===== src/hdl/quad_grid_point_warp_macros.svh =====
// assertion macros used by the warp sequencer (qgpw_ctrl)
`ifndef QUAD_GRID_POINT_WARP_MACROS_SVH
`define QUAD_GRID_POINT_WARP_MACROS_SVH

`ifndef SYNTHESIS
`define QGPW_ASSERT_IMPLIES(lbl, clk, rst, ante, cons, msg) \
   lbl: assert property (@(posedge clk) disable iff (rst) (ante) |-> (cons)) else $error(msg);
`define QGPW_ASSERT_NEXT(lbl, clk, rst, ante, cons, msg) \
   lbl: assert property (@(posedge clk) disable iff (rst) (ante) |=> (cons)) else $error(msg);
`else
`define QGPW_ASSERT_IMPLIES(lbl, clk, rst, ante, cons, msg)
`define QGPW_ASSERT_NEXT(lbl, clk, rst, ante, cons, msg)
`endif

`endif


===== src/hdl/qgpw_pkg.sv =====
// ----------------------------------------------------------------------------
// qgpw_pkg
// types and constants shared by the quad grid point warp modules
// ----------------------------------------------------------------------------
package qgpw_pkg;

   localparam int GRID_ROWS    = 4;
   localparam int GRID_COLS    = 8;
   localparam int CELL_COUNT   = GRID_ROWS * GRID_COLS;
   localparam int CORNER_COUNT = CELL_COUNT * 4;
   localparam int CELL_W       = (CELL_COUNT > 1) ? $clog2(CELL_COUNT) : 1;
   localparam int ADDR_W       = CELL_W + 2;
   localparam int CNT_W        = (ADDR_W > 5) ? ADDR_W : 5;
   localparam int DIV_STEPS    = 17;
   localparam int W_W          = 34;   // signed corner weight
   localparam int WU_W         = 33;   // non-negative corner weight
   localparam int DEN_W        = 34;
   localparam int REM_W        = 36;
   localparam int Q_W          = 17;
   localparam int ACC_W        = 50;

   typedef enum logic {
      KIND_LOAD = 1'b0,
      KIND_MAP  = 1'b1
   } kind_type;

   typedef struct packed {
      logic               kind;
      logic [4:0]         cell_index;
      logic [1:0]         corner_index;
      logic signed [15:0] coord_x;
      logic signed [15:0] coord_y;
      logic signed [15:0] edge_x;
      logic signed [15:0] edge_y;
      logic [15:0]        target_x;
      logic [15:0]        target_y;
   } req_word_type;

   typedef struct packed {
      logic [15:0] screen_x;
      logic [15:0] screen_y;
      logic        found;
   } rsp_word_type;

   typedef struct packed {
      logic [15:0] screen_y;
      logic [15:0] screen_x;
      logic [15:0] edge_y;
      logic [15:0] edge_x;
      logic [15:0] cam_y;
      logic [15:0] cam_x;
   } qgpw_entry_type;

   typedef struct packed {
      logic              mem_we;
      logic              capture_point;
      logic              scan_rd;
      logic [ADDR_W-1:0] scan_addr;
      logic              fetch_rd;
      logic [1:0]        fetch_k;
      logic              div_init;
      logic              div_step;
      logic              blend_mul;
      logic [1:0]        blend_k;
      logic              rsp_load;
   } qgpw_cmd_type;

   typedef struct packed {
      logic rsp_free;
   } qgpw_status_type;

endpackage


===== src/hdl/qgpw_ctrl.sv =====
// ----------------------------------------------------------------------------
// qgpw_ctrl
// sequencer for corner loads and the scan, divide and blend phases of a map
// ----------------------------------------------------------------------------
`include "quad_grid_point_warp_macros.svh"

module qgpw_ctrl
   import qgpw_pkg::*;
(
   input  logic            clock,
   input  logic            reset,
   input  logic            req_valid,
   output logic            req_ready,
   input  logic            req_kind,
   input  qgpw_status_type status,
   output qgpw_cmd_type    cmd
);

   typedef enum logic [2:0] {
      ST_IDLE,
      ST_SCAN,
      ST_DRAIN,
      ST_DIV,
      ST_BLEND,
      ST_FINISH
   } state_type;

   state_type        state_ff, state_in;
   logic [CNT_W-1:0] cnt_ff, cnt_in;
   logic             accept;

   assign req_ready = (state_ff == ST_IDLE);
   assign accept    = req_valid && req_ready;

   always_comb begin
      state_in = state_ff;
      cnt_in   = cnt_ff + CNT_W'(1);
      cmd      = '0;
      cmd.scan_addr = cnt_ff[ADDR_W-1:0];
      cmd.fetch_k   = cnt_ff[1:0];
      cmd.blend_k   = cnt_ff[1:0];
      unique case (state_ff)
         ST_IDLE: begin
            cnt_in = '0;
            if (accept && req_kind == KIND_LOAD) begin
               cmd.mem_we = 1'b1;
            end else if (accept) begin
               cmd.capture_point = 1'b1;
               state_in = ST_SCAN;
            end
         end
         ST_SCAN: begin
            cmd.scan_rd = 1'b1;
            if (cnt_ff == CNT_W'(CORNER_COUNT - 1)) begin
               cnt_in   = '0;
               state_in = ST_DRAIN;
            end
         end
         ST_DRAIN: begin
            if (cnt_ff == CNT_W'(1)) begin
               cnt_in   = '0;
               state_in = ST_DIV;
            end
         end
         ST_DIV: begin
            cmd.div_init = (cnt_ff == '0);
            cmd.div_step = (cnt_ff != '0);
            cmd.fetch_rd = (cnt_ff < CNT_W'(4));
            if (cnt_ff == CNT_W'(DIV_STEPS)) begin
               cnt_in   = '0;
               state_in = ST_BLEND;
            end
         end
         ST_BLEND: begin
            cmd.blend_mul = (cnt_ff < CNT_W'(4));
            if (cnt_ff == CNT_W'(4)) begin
               cnt_in   = '0;
               state_in = ST_FINISH;
            end
         end
         ST_FINISH: begin
            cnt_in = '0;
            if (status.rsp_free) begin
               cmd.rsp_load = 1'b1;
               state_in = ST_IDLE;
            end
         end
         default: begin
            state_in = ST_IDLE;
         end
      endcase
   end

   always_ff @(posedge clock) begin
      if (reset) begin
         state_ff <= ST_IDLE;
         cnt_ff   <= '0;
      end else begin
         state_ff <= state_in;
         cnt_ff   <= cnt_in;
      end
   end

   `QGPW_ASSERT_IMPLIES(a_load_free, clock, reset, cmd.rsp_load, status.rsp_free, "result overwritten")
   `QGPW_ASSERT_IMPLIES(a_port_clash, clock, reset, cmd.mem_we, !cmd.scan_rd && !cmd.fetch_rd, "write during read phase")
   `QGPW_ASSERT_NEXT(a_map_start, clock, reset, accept && req_kind == KIND_MAP, state_ff == ST_SCAN, "map did not start scan")
   `QGPW_ASSERT_IMPLIES(a_ready_quiet, clock, reset, req_ready, !cmd.div_step && !cmd.blend_mul, "ready while busy")

endmodule


===== config.mk =====
export PLATFORM = sky130hd
export DESIGN_NAME = qgpw_ctrl
export DESIGN_NICKNAME = d
export VERILOG_FILES = /design/src/hdl/qgpw_pkg.sv /design/src/hdl/qgpw_ctrl.sv
export VERILOG_INCLUDE_DIRS = /design/src /design/src/hdl
export SDC_FILE = /design/constraint.sdc
export NUM_CORES = 1
export LEC_CHECK = 0
export BUFFER_PORTS_ARGS = -buffer_cell sky130_fd_sc_hd__buf_4
export CORE_MARGIN = 2
export CORE_UTILIZATION = 47
export CTS_CLUSTER_SIZE = 20
export DETAILED_ROUTE_END_ITERATION = 7
export GPL_TIMING_DRIVEN = 0
export PLACE_DENSITY = 0.72
export SYNTH_ARGS = -nofsm -noshare
export SYNTH_HDL_FRONTEND = slang
export SYNTH_SLANG_ARGS = --single-unit

===== constraint.sdc =====
create_clock -name clock -period 1.85 [get_ports clock]
set_input_delay 0.555 -clock clock [delete_from_list [all_inputs] [get_ports clock]]
set_output_delay 0.555 -clock clock [all_outputs]
set_load 0.03 [all_outputs]

After elaboration in Yosys (flattened, before gate mapping). Index checks and enable logic that the tools add are counted.

Add/subtract/negate cells: 1. Magnitude comparators: 1. Eq/ne operators: 16. Mux-type cells: 23. Bitwise logic cells: 1. Reduce and logical (&&, ||, !) cells: 7.

Operators with widths (number): one-hot mux 7 bit (5 select lines) (1); 2-to-1 mux 7 bit (4); 2-to-1 mux 3 bit (7); one-hot mux 3 bit (6 select lines) (1); != test 2 bit, second input constant (6); 2-to-1 mux 1 bit (8); adder 7 x 1 -> 7 bit, second input constant (1); equality test 7 x 1 -> 1 bit, second input constant (1); equality test 7 x 3 -> 1 bit, second input constant (1); equality test 7 x 5 -> 1 bit, second input constant (1); equality test 7 bit, second input constant (1); zero test 7 bit (1); < comparator 7 x 3 -> 1 bit, second input constant (1); AND reduction 7 bit (1); nonzero test 7 bit (1); equality test 3 x 2 -> 1 bit, second input constant (2); equality test 3 bit, second input constant (2); 2-to-1 mux 2 bit (2); equality test 3 x 1 -> 1 bit, second input constant (1); zero test 3 bit (1); logical AND 1 bit (2); != test 2 x 1 -> 1 bit, second input constant (1); OR reduction 2 bit (1); inverter 1 bit (1).

Register bits: 10. Input port bits: 5. Logic and storage cells: 51.

Longest topological paths before layout. Gate-level depths: netlist of the first run.

Word-level depth: 5. Mapped depth: 6. Depth with buffers taken out: 6.

Worst setup path before layout of the first run. No wires, ideal clock.

Kind: register to output. Start: register state_ff[1]. End: output cmd[18] (netlist name). Data arrival time: 1.818 ns. Data required time: 1.295 ns. Setup slack: -0.523 ns. Stages on the path, launching flop included: 5. Path through: dfxtp_1 -> buf_2 -> nor3_1 -> nand2_1 -> nor2_1.

RTL lines: start, declared (line qgpw_ctrl.sv:28) `state_type state_ff, state_in;`; start signal, assigned (line qgpw_ctrl.sv:99) `state_ff <= state_in;`; end, declared (line qgpw_ctrl.sv:16) `output qgpw_cmd_type cmd`.

==> out/summary.log, run 1 <==
qor: logic_synthesis.seq_area_frac_synth 0.2817
qor: setup_path.critPathLaunchType flop
qor: timing.maxSlewHeadroom 0.6903
qor: placed_design.placement.io_buffers 24
qor: setup_path.worstReg2RegStart cnt_ff[0]
qor: clock_network.clock_tree_from_tritoncts yes
qor: global_route.grt_max_degree 11
qor: setup_path.crit_chain or3_4, nor3_4, and4_4, buf_6
qor: global_route.number_of_global_route_vias_before_repair 606
qor: logic_synthesis.synth_enable_flop_cells 0
qor: die.chipHeight 42.89 um
qor: detailed_routing.antenna_violating_nets_post_route 0
qor: timing.report.final.hold_viol_count 0
qor: finish.finished_cell_area 0.001072 sq mm
qor: finish.layout_cells_sized_above_1 0.4754
qor: power_and_ir_drop.power.total 776.3 uW
qor: clock_network.cts.htree.levels 1
qor: setup_path.worst-r2r-cell-count 5
qor: detailed_routing.num_vias 750
qor: logic_synthesis.post_syn_instances 90
qor: timing.holdWs 0.4964 ns
qor: logic_synthesis.synth.distinct_cells 34
qor: finish.final_cell_count_no_fill 138
qor: logic_synthesis.synthesis.area_per_instance 7.896 sq um
qor: setup_path.setup.worst_path.class reg2out
qor: die.fp.dieArea 0.001839 sq mm
qor: clock_network.clk_pin_slew_worst_setup_hold_paths 0.06 ns
qor: timing.final-max-slew-violation-count 0
qor: setup_path.endpoint_kind output port
qor: clock_network.worst_skew_pair_latency 0.26 ns
qor: finish.flow.area_growth_from_synthesis 50.88%
qor: global_route.globalRoute.totalOverflow 0
qor: placed_design.placed_cells_incl_taps 130
qor: setup_path.r2r_slack 0.10 ns
qor: timing.setup_viol 4
qor: logic_synthesis.mappedNetlistArea 710.7 sq um
qor: timing.finalCritPeriodShare 1.153
qor: setup_path.worst_path_max_delay_cell sky130_fd_sc_hd__or3_4
qor: min_path.hold_path_cell_cnt 2
qor: clock_network.clkSinkCount 10
qor: timing.skew 0.003780 ns
qor: power_and_ir_drop.leakage 0.0004628 uW
qor: logic_synthesis.yosysWarningCount 0
qor: clock_network.ctsHoldBuffers 0
qor: global_route.antenna_violations_before_repair 0
qor: die.io_pins 25
qor: setup_path.critical_path_required 1.29 ns
qor: logic_synthesis.asyncSetResetFlopFracSynth 0
qor: timing.timing.fmax 468.8 MHz
qor: setup_path.cpPeakStageDelay 0.40 ns
qor: finish.num-nets-final 132
qor: logic_synthesis.synth_flop_cell sky130_fd_sc_hd__dfxtp_1
qor: placed_design.post_detailed_placement_half_perimeter_wirelength 1.239 mm
qor: detailed_routing.wl_per_cell 13.32 um
qor: die.fp.coreArea 0.001454 sq mm
qor: timing.final_worst_path_period_need 2.133 ns
qor: timing.totalNegativeSetupSlack -0.9184 ns
qor: timing.fin_ws -0.2830 ns
qor: clock_network.clock_tree.buffer_depth 2
qor: clock_network.clock-root-buffer sky130_fd_sc_hd__clkbuf_4
qor: clock_network.cts-buffers-inserted 3
qor: timing.grt_setup_unrepaired true
qor: global_route.grtUsageTotal 0.1944
qor: detailed_routing.routed_wl 1.838 mm
qor: setup_path.crit_arrival 1.58 ns
qor: logic_synthesis.synth.ff_latch_count 10
qor: finish.insertedDiodeCount 0
qor: detailed_routing.remaining_drc_errors 0
qor: setup_path.cp_max_fo 4
qor: setup_path.critical_path.reg2reg.endpoint cnt_ff[0]
qor: detailed_routing.avgViaCountPerCell 5.435
qor: power_and_ir_drop.vdd.ir_drop.worst 0.0004740 V
qor: min_path.hold_path.class in2reg
qor: timing.tightestPinTransition 0.4646 ns
qor: outcome.run_status finished with violations
qor: min_path.min-delay-start reset
qor: detailed_routing.drt-initial-drc-count 8
qor: outcome.failing_checks negative setup slack
qor: min_path.worst_min_delay_path_endpoint state_ff[2]
qor: placed_design.placedInstanceArea 950.9 sq um
qor: global_route.first_pass_grt_wire_length 2.711 mm
qor: power_and_ir_drop.power_density 724.0 mW/mm^2
qor: placed_design.gp_congestion 0.8137
qor: logic_synthesis.postSynthNetCount 98
qor: die.initial_core_util 0.4888
qor: flow_run.timing.max_cap.violations 0
qor: die.rows 14
qor: die.die_w 42.89 um
qor: detailed_routing.drtPass1Iterations 4
per-stage QoR:
step           setup slack, ns  utilization
5_1_grt                -0.3298       0.7375
4_1_cts                -0.3461       0.7074
6_report               -0.2830       0.7375
2_1_floorplan         -0.08529            -
3_3_place_gp           -0.1163       0.6540
3_5_place_dp           -0.1451       0.6540
cell usage in the layout (no fill, tap or decap), types with 2 or more instances in the layout:
cell / count
sky130_fd_sc_hd__o21ai_0: 2
sky130_fd_sc_hd__nand2b_1: 3
sky130_fd_sc_hd__nor3b_2: 2
sky130_fd_sc_hd__dfxtp_4: 2
sky130_fd_sc_hd__xnor2_1: 3
sky130_fd_sc_hd__nand2_1: 8
sky130_fd_sc_hd__buf_4: 29
sky130_fd_sc_hd__xor2_1: 2
sky130_fd_sc_hd__ha_1: 3
sky130_fd_sc_hd__clkbuf_1: 2
sky130_fd_sc_hd__nand3_1: 5
sky130_fd_sc_hd__nor3_1: 2
sky130_fd_sc_hd__inv_1: 4
sky130_fd_sc_hd__nor3_4: 2
sky130_fd_sc_hd__buf_6: 5
sky130_fd_sc_hd__dfxtp_2: 3
sky130_fd_sc_hd__nor2b_1: 2
sky130_fd_sc_hd__dfxtp_1: 5
sky130_fd_sc_hd__nor2_1: 10
sky130_fd_sc_hd__a21oi_1: 3
sky130_fd_sc_hd__clkbuf_4: 4
cell families after synthesis:
group / share of synthesized area
flops: 0.2817
buf+inv: 0.09330
xor+xnor: 0.06163
mux: 0.01409
simple gates: 0.3574
fa+ha+maj: 0.05282
compound gates: 0.1391
synthesized netlist by cell type (2+ instances only):
cell type / n / area, sq um
sky130_fd_sc_hd__o21ai_0: 2 / 10.01
sky130_fd_sc_hd__clkbuf_1: 3 / 11.26
sky130_fd_sc_hd__nand3_1: 5 / 25.02
sky130_fd_sc_hd__nand2_1: 8 / 30.03
sky130_fd_sc_hd__and3_1: 2 / 12.51
sky130_fd_sc_hd__xnor2_1: 3 / 26.28
sky130_fd_sc_hd__ha_1: 3 / 37.54
sky130_fd_sc_hd__xor2_1: 2 / 17.52
sky130_fd_sc_hd__a21oi_1: 4 / 20.02
sky130_fd_sc_hd__nor2_1: 11 / 41.29
sky130_fd_sc_hd__buf_4: 4 / 30.03
sky130_fd_sc_hd__inv_1: 4 / 15.01
sky130_fd_sc_hd__nor2b_1: 3 / 18.77
sky130_fd_sc_hd__buf_2: 2 / 10.01
sky130_fd_sc_hd__nor3_1: 4 / 20.02
sky130_fd_sc_hd__nand2b_1: 3 / 18.77
sky130_fd_sc_hd__dfxtp_1: 10 / 200.2
per-layer routing:
| layer | wire length (um) | GRT usage | part of all wire | vias up |
|---|---|---|---|---|
| li1 | - | - | - | 374 |
| met1 | 803 | 0.2618 | 0.44 | 343 |
| met2 | 896 | 0.3030 | 0.49 | 28 |
| met3 | 104 | 0.01277 | 0.057 | 5 |
| met4 | 34 | 0.1125 | 0.018 | 0 |
| met5 | 0 | 0 | 0 | - |
report_power, final:
group	leakage (uW)	switching [uW]	internal, uW
logic	0.000365	227	164
registers	0.0000841	15.5	227
clock network	0.0000138	69.0	74.9
total	0.000463	311	465
flip-flops by register name, indices dropped and copies added (netlist names):
signal	count
cnt_ff	7
state_ff	3
how the worst max path moves through the flow:
stage | start | to | slack [ns] | cells after the start
2_1_floorplan | state_ff[1] | cmd[18] | -0.09 | 4
3_3_place_gp | cnt_ff[6] | cmd[3] | -0.12 | 4
3_5_place_dp | cnt_ff[6] | cmd[3] | -0.15 | 4
4_1_cts | cnt_ff[3] | cmd[3] | -0.35 | 4
5_1_grt | cnt_ff[3] | cmd[5] | -0.33 | 5
6_report | cnt_ff[3] | cmd[3] | -0.28 | 4
critical path: cells and delay by family, from the launching register on:
kind                   cells  cell delay [ns]
AND/OR/NAND/NOR            3             0.86
flip-flops                 1             0.34
buffers and inverters      1             0.12
final cells by class:
cell class	instances	area [sq um]
multi-input cells	67	499.2
fillers	115	381.6
repair buffers	29	232.7
flip-flops and latches	10	211.5
plain buffers	9	71.32
clock buffers	3	22.52
well taps	16	20.02
inverters	4	15.01
what timing repair did:
| item | in CTS | in global routing |
|---|---|---|
| endpoints found under the setup margin | 8 | 7 |
| resized for setup | 12 | 7 |
| pin swaps | 4 | 4 |
| hold endpoints to repair | 0 | 0 |
| setup buffers | 2 | 3 |
Power figures use the tool's default switching activity.
==> run 2, diff against run 1 <==
SETUP_SLACK_MARGIN = 0.2   (was default)
==> run 2 against run 1 <==
Effect of this change:
- the flow still finishes with violations (negative setup slack)
- core utilization up 12 points
- final area increased by 16%
- clock skew rose by 0.0051 ns
- sequential cell count unchanged
- worst setup slack lost 0.012 ns
- via count increased by 7.2%
- global-route usage increased by 3.5 points
- clock power up 6%
- largest cell class unchanged
- highest routed layer unchanged
==> out/summary.log, run 2 (synthesis results as in run 1) <==
qor: detailed_routing.remaining_drc_errors 0
qor: timing.timing.fmax 466.2 MHz
qor: power_and_ir_drop.p_seq_frac 0.279
qor: timing.fin_ws -0.2949 ns
qor: clock_network.clk_pin_slew_worst_setup_hold_paths 0.05 ns
qor: timing.skew 0.008875 ns
qor: setup_path.critPathLaunchType flop
qor: placed_design.post_detailed_placement_half_perimeter_wirelength 1.295 mm
qor: power_and_ir_drop.vdd.ir_drop.worst 0.0004346 V
qor: clock_network.clock_tree_from_tritoncts yes
qor: finish.mostFrequentLayoutCell sky130_fd_sc_hd__buf_4
qor: min_path.hold_path_cell_cnt 1
qor: min_path.min-delay-start cnt_ff[0]
qor: finish.max_flop_register cnt_ff
qor: setup_path.worstSetupStartpoint cnt_ff[5]
qor: finish.layout_cells_sized_above_1 0.5672
qor: finish.num-nets-final 143
qor: die.initial_core_util 0.4888
qor: detailed_routing.routed_wl 2.083 mm
qor: timing.final-max-slew-violation-count 0
qor: die.die_w 42.89 um
qor: global_route.antenna_violations_before_repair 0
qor: detailed_routing.avgViaCountPerCell 5.360
qor: outcome.failing_checks negative setup slack
qor: placed_design.placedInstanceArea 991.0 sq um
qor: power_and_ir_drop.internal_power 520.1 uW
qor: clock_network.clock-root-buffer sky130_fd_sc_hd__clkbuf_4
qor: setup_path.setup.worst_path.class reg2out
qor: placed_design.gp_congestion 0.7750
qor: timing.finalCritPeriodShare 1.159
qor: power_and_ir_drop.leakage 0.0005396 uW
qor: clock_network.cts-buffers-inserted 3
qor: detailed_routing.num_vias 804
qor: timing.grt_setup_unrepaired true
qor: timing.tightestPinTransition 0.3697 ns
qor: detailed_routing.wl_per_cell 13.89 um
qor: clock_network.clock_tree.buffer_depth 2
qor: finish.flow.area_growth_from_synthesis 75.70%
qor: min_path.worst_min_delay_path_endpoint cnt_ff[0]
qor: power_and_ir_drop.combinationalPowerShare 0.544
qor: finish.register_area 221.5 sq um
qor: setup_path.endpoint_kind output port
qor: timing.totalNegativeSetupSlack -1.018 ns
qor: die.fp.dieArea 0.001839 sq mm
qor: die.chipHeight 42.89 um
qor: die.fp.coreArea 0.001454 sq mm
qor: finish.multi_input_area 529.3 sq um
qor: setup_path.critical_path_required 1.29 ns
qor: setup_path.cp_max_fo 4
qor: timing.setup_viol 4
qor: flow_run.timing.max_cap.violations 0
qor: finish.insertedDiodeCount 0
qor: power_and_ir_drop.power_switching 340.7 uW
qor: placed_design.placement.io_buffers 24
qor: detailed_routing.drtPass1Iterations 6
qor: finish.finish.utilization 0.8589
qor: finish.top_regs cnt_ff (7), state_ff (3)
qor: finish.flip_flop_count_of_the_largest_register_all_copies_and_words_added 7
qor: clock_network.worst_skew_pair_latency 0.27 ns
qor: die.io_pins 25
qor: global_route.globalRoute.totalOverflow 0
qor: finish.finished_cell_area 0.001249 sq mm
qor: die.rows 14
qor: setup_path.worst-r2r-cell-count 6
qor: setup_path.crit_arrival 1.59 ns
qor: outcome.run_status finished with violations
qor: min_path.hold_path.class reg2reg
qor: setup_path.worstReg2RegStart cnt_ff[5]
qor: finish.mostFrequentLayoutCells sky130_fd_sc_hd__buf_4, sky130_fd_sc_hd__buf_6, sky130_fd_sc_hd__nor2_1
qor: global_route.grtUsageTotal 0.2298
qor: timing.holdWs 0.4992 ns
qor: power_and_ir_drop.power_density 689.3 mW/mm^2
qor: timing.report.final.hold_viol_count 0
qor: global_route.first_pass_grt_wire_length 3.243 mm
qor: power_and_ir_drop.swShare 0.3958
qor: global_route.number_of_global_route_vias_before_repair 706
qor: timing.final_worst_path_period_need 2.145 ns
qor: setup_path.r2r_slack 0.11 ns
qor: power_and_ir_drop.power.share.clock 0.177
qor: detailed_routing.antenna_violating_nets_post_route 0
qor: setup_path.critical_path.reg2reg.endpoint cnt_ff[2]
qor: placed_design.detailedPlace.worstSlack -0.07885 ns
qor: finish.final.fill_count 83
qor: detailed_routing.drt-initial-drc-count 13
qor: timing.maxSlewHeadroom 0.7530
qor: clock_network.cts.htree.levels 1
qor: clock_network.clkSinkCount 10
qor: global_route.grt_max_degree 11
run 2: cell types whose count changed in the layout (fill, tap and decap cells not counted), sizes merged:
cell | before | now
clkbuf | 6 | 7
buf | 35 | 46
run 2: worst max-delay path by stage:
stage,cells past startpoint,to,slack (ns)
after global placement,4,cmd[3],-0.07
final,4,cmd[3],-0.29
after floorplan,3,cmd[8],0.01
after detailed placement,4,cmd[3],-0.08
after global routing,4,cmd[3],-0.37
after CTS,4,cmd[3],-0.35
run 2: layout make-up:
class | instances | share of cell area
clock buffers | 4 | 0.02104
plain buffers | 9 | 0.07315
well taps | 16 | 0.01603
repair buffers | 40 | 0.2766
inverters | 4 | 0.01202
flip-flops and latches | 10 | 0.1774
multi-input cells | 67 | 0.4238
run 2: timing repair:
| action | 4_1_cts | 5_1_grt |
|---|---|---|
| pin swaps | 7 | 10 |
| setup endpoints to repair | 14 | 15 |
| setup buffers | 9 | 7 |
| hold buffers | 0 | 0 |
| gates resized for setup | 21 | 7 |
run 2: power by group through the flow:
stage | sequential [uW] | clock (uW) | combinational [uW]
5_1_grt | 242 | 167 | 500
3_5_place_dp | 248 | 0 | 388
2_1_floorplan | 256 | 0 | 273
4_1_cts | 241 | 157 | 435
3_3_place_gp | 247 | 0 | 380
6_report | 240 | 152 | 468
run 2: worst max-delay path, stage by stage, from the launching register on:
cell	delay [ns]
sky130_fd_sc_hd__dfxtp_4	0.34
sky130_fd_sc_hd__or3_4	0.40
sky130_fd_sc_hd__nor3_4	0.21
sky130_fd_sc_hd__and4_4	0.26
sky130_fd_sc_hd__buf_6	0.13
run 2: stage by stage:
| stage | std cells | total power, uW |
|---|---|---|
| 3_3_place_gp | 130 | 627.1 |
| 5_1_grt | 150 | 909.4 |
| 4_1_cts | 143 | 832.7 |
| 6_report | 150 | 860.7 |
| 3_5_place_dp | 130 | 635.2 |
| 2_1_floorplan | 90 | 528.6 |
run 2: routing by layer:
| layer | track usage | share of wire | vias to the layer above |
|---|---|---|---|
| met5 | 0 | 0 | - |
| met4 | 0.03750 | 0.0091 | 0 |
| met3 | 0.06383 | 0.042 | 4 |
| met2 | 0.3939 | 0.55 | 20 |
| met1 | 0.2887 | 0.40 | 382 |
| li1 | - | - | 398 |
==> run 3, diff against run 2 <==
GPL_TIMING_DRIVEN = default   (was 0)
==> run 3 against run 2 <==
Effect of this change:
- the flow still finishes with violations (negative setup slack)
- final cell count up 1.3%
- core utilization up 0.52 points
- maximum frequency is essentially flat
- combinational power rose by 22%
- clock power increased by 36%
- clock skew down 0.0033 ns
- wire length is 35% higher
- non-clock buffer count is 2 higher
- critical path type unchanged
- largest power group unchanged
==> out/summary.log, run 3 (synthesis results as in run 1) <==
qor: timing.totalNegativeSetupSlack -1.134 ns
qor: finish.multi_input_area 540.5 sq um
qor: timing.fin_ws -0.2928 ns
qor: placed_design.post_detailed_placement_half_perimeter_wirelength 1.406 mm
qor: finish.insertedDiodeCount 0
qor: timing.timing.fmax 466.7 MHz
qor: finish.flip_flop_count_of_the_largest_register_all_copies_and_words_added 7
qor: global_route.grt_max_degree 10
qor: detailed_routing.antenna_violating_nets_post_route 0
qor: setup_path.cpPeakStageDelay 0.40 ns
qor: clock_network.clock-root-buffer sky130_fd_sc_hd__clkbuf_4
qor: global_route.antenna_violations_before_repair 0
qor: timing.final_worst_path_period_need 2.143 ns
qor: power_and_ir_drop.vdd.ir_drop.worst 0.0006025 V
qor: clock_network.cts-buffers-inserted 3
qor: clock_network.clock_tree_from_tritoncts yes
qor: power_and_ir_drop.leakage 0.0005549 uW
qor: placed_design.placement.io_buffers 24
qor: die.rows 14
qor: detailed_routing.wl_per_cell 18.56 um
qor: clock_network.cts.htree.levels 1
qor: global_route.first_pass_grt_wire_length 3.601 mm
qor: global_route.globalRoute.totalOverflow 0
qor: timing.report.final.hold_viol_count 0
qor: timing.setup_viol 6
qor: timing.tightestPinTransition 0.4348 ns
qor: setup_path.crit_chain or3_4, nor3_4, and4_4, buf_6
qor: detailed_routing.routed_wl 2.821 mm
qor: timing.maxSlewHeadroom 0.7063
qor: setup_path.endpoint_kind output port
qor: timing.grt_setup_unrepaired true
qor: die.die_w 42.89 um
qor: timing.skew 0.005570 ns
qor: flow_run.timing.max_cap.violations 0
qor: die.initial_core_util 0.4888
qor: min_path.hold_path_cell_cnt 1
qor: setup_path.critical_path_required 1.29 ns
qor: clock_network.worst_skew_pair_latency 0.28 ns
qor: finish.register_area 216.5 sq um
qor: setup_path.crit_arrival 1.59 ns
qor: finish.top_regs cnt_ff (7), state_ff (3)
qor: detailed_routing.num_vias 888
qor: min_path.worst_min_delay_path_endpoint cnt_ff[0]
qor: global_route.grtUsageTotal 0.2559
qor: finish.mostFrequentLayoutCells sky130_fd_sc_hd__buf_4, sky130_fd_sc_hd__buf_6, sky130_fd_sc_hd__nor2_1
qor: min_path.hold_path.class reg2reg
qor: finish.max_flop_register cnt_ff
qor: setup_path.cp_max_fo 4
qor: global_route.number_of_global_route_vias_before_repair 808
qor: timing.holdWs 0.4885 ns
qor: detailed_routing.drt-initial-drc-count 31
qor: clock_network.clk_pin_slew_worst_setup_hold_paths 0.07 ns
qor: clock_network.clock_tree.buffer_depth 2
qor: min_path.min-delay-start cnt_ff[0]
qor: finish.num-nets-final 145
qor: setup_path.worst_path_max_delay_cell sky130_fd_sc_hd__or3_4
qor: clock_network.clkSinkCount 10
qor: setup_path.crit_family simple AND/OR/NAND/NOR gates
qor: die.chipHeight 42.89 um
qor: die.fp.dieArea 0.001839 sq mm
qor: die.fp.coreArea 0.001454 sq mm
qor: setup_path.r2r_slack 0.09 ns
qor: finish.mostFrequentLayoutCell sky130_fd_sc_hd__buf_4
qor: placed_design.detailedPlace.worstSlack 0.01740 ns
qor: setup_path.critPathLaunchType flop
qor: timing.final-max-slew-violation-count 0
qor: setup_path.critical_path_buf_inv_count 1
qor: setup_path.critical_path.reg2reg.endpoint state_ff[0]
qor: setup_path.worstReg2RegStart cnt_ff[6]
qor: power_and_ir_drop.power_density 816.8 mW/mm^2
qor: setup_path.worst-r2r-cell-count 5
qor: detailed_routing.remaining_drc_errors 0
qor: detailed_routing.drtPass1Iterations 4
qor: timing.finalCritPeriodShare 1.158
qor: die.io_pins 25
qor: finish.layout_cells_sized_above_1 0.5882
qor: outcome.failing_checks negative setup slack
qor: detailed_routing.avgViaCountPerCell 5.842
qor: outcome.run_status finished with violations
qor: finish.flow.area_growth_from_synthesis 76.76%
qor: finish.final.fill_count 76
qor: placed_design.gp_congestion 0.8312
qor: setup_path.setup.worst_path.class reg2out
[run 3: cell count changes in the layout (fill, tap and decap cells not counted), sizes merged]
cell / delta
buf: +5
clkbuf: -3
[run 3: per-stage QoR]
step                instances    util  instance area (sq um)  total power [uW]
floorplan                  90       -                  790.8             528.6
global placement          133  0.6945                   1010             637.0
detailed placement        133  0.6945                   1010             642.1
CTS                       148  0.8064                   1172             924.2
global route              152  0.8640                   1256              1064
finish                    152  0.8640                   1256              1026
[run 3: timing repair]
action,4_1_cts,5_1_grt
resized for setup,15,11
gates cloned,0,0
setup buffers,11,4
endpoints found under the setup margin,14,15
pin swaps,7,4
hold buffers,0,0
[run 3: final cells by class]
class                           instances  share of cell area
Clock buffer                            4             0.02888
Inverter                                4             0.01195
Multi-Input combinational cell         67              0.4303
Sequential cell                        10              0.1723
Tap cell                               16             0.01594
Timing Repair Buffer                   51              0.3406
[run 3: worst max path at each step]
stage / from / end / slack [ns] / depth (start not counted)
floorplan: cnt_ff[6] / cmd[8] / 0.01 / 3
global placement: cnt_ff[6] / cmd[3] / 0.04 / 4
detailed placement: cnt_ff[6] / cmd[3] / 0.02 / 4
CTS: cnt_ff[6] / cmd[3] / -0.28 / 4
global route: cnt_ff[6] / cmd[5] / -0.35 / 5
finish: cnt_ff[6] / cmd[3] / -0.29 / 4
[run 3: metal layers]
metal / vias up / GRT usage / share of wire
li1: 398 / - / -
met1: 417 / 0.2801 / 0.36
met2: 63 / 0.4727 / 0.52
met3: 10 / 0.06809 / 0.094
met4: 0 / 0.07500 / 0.022
met5: - / 0 / 0
[run 3: power breakdown]
group / internal, uW / switching (uW)
clock: 120 / 86.1
combinational: 274 / 299
sequential: 228 / 19.4
total: 622 / 404
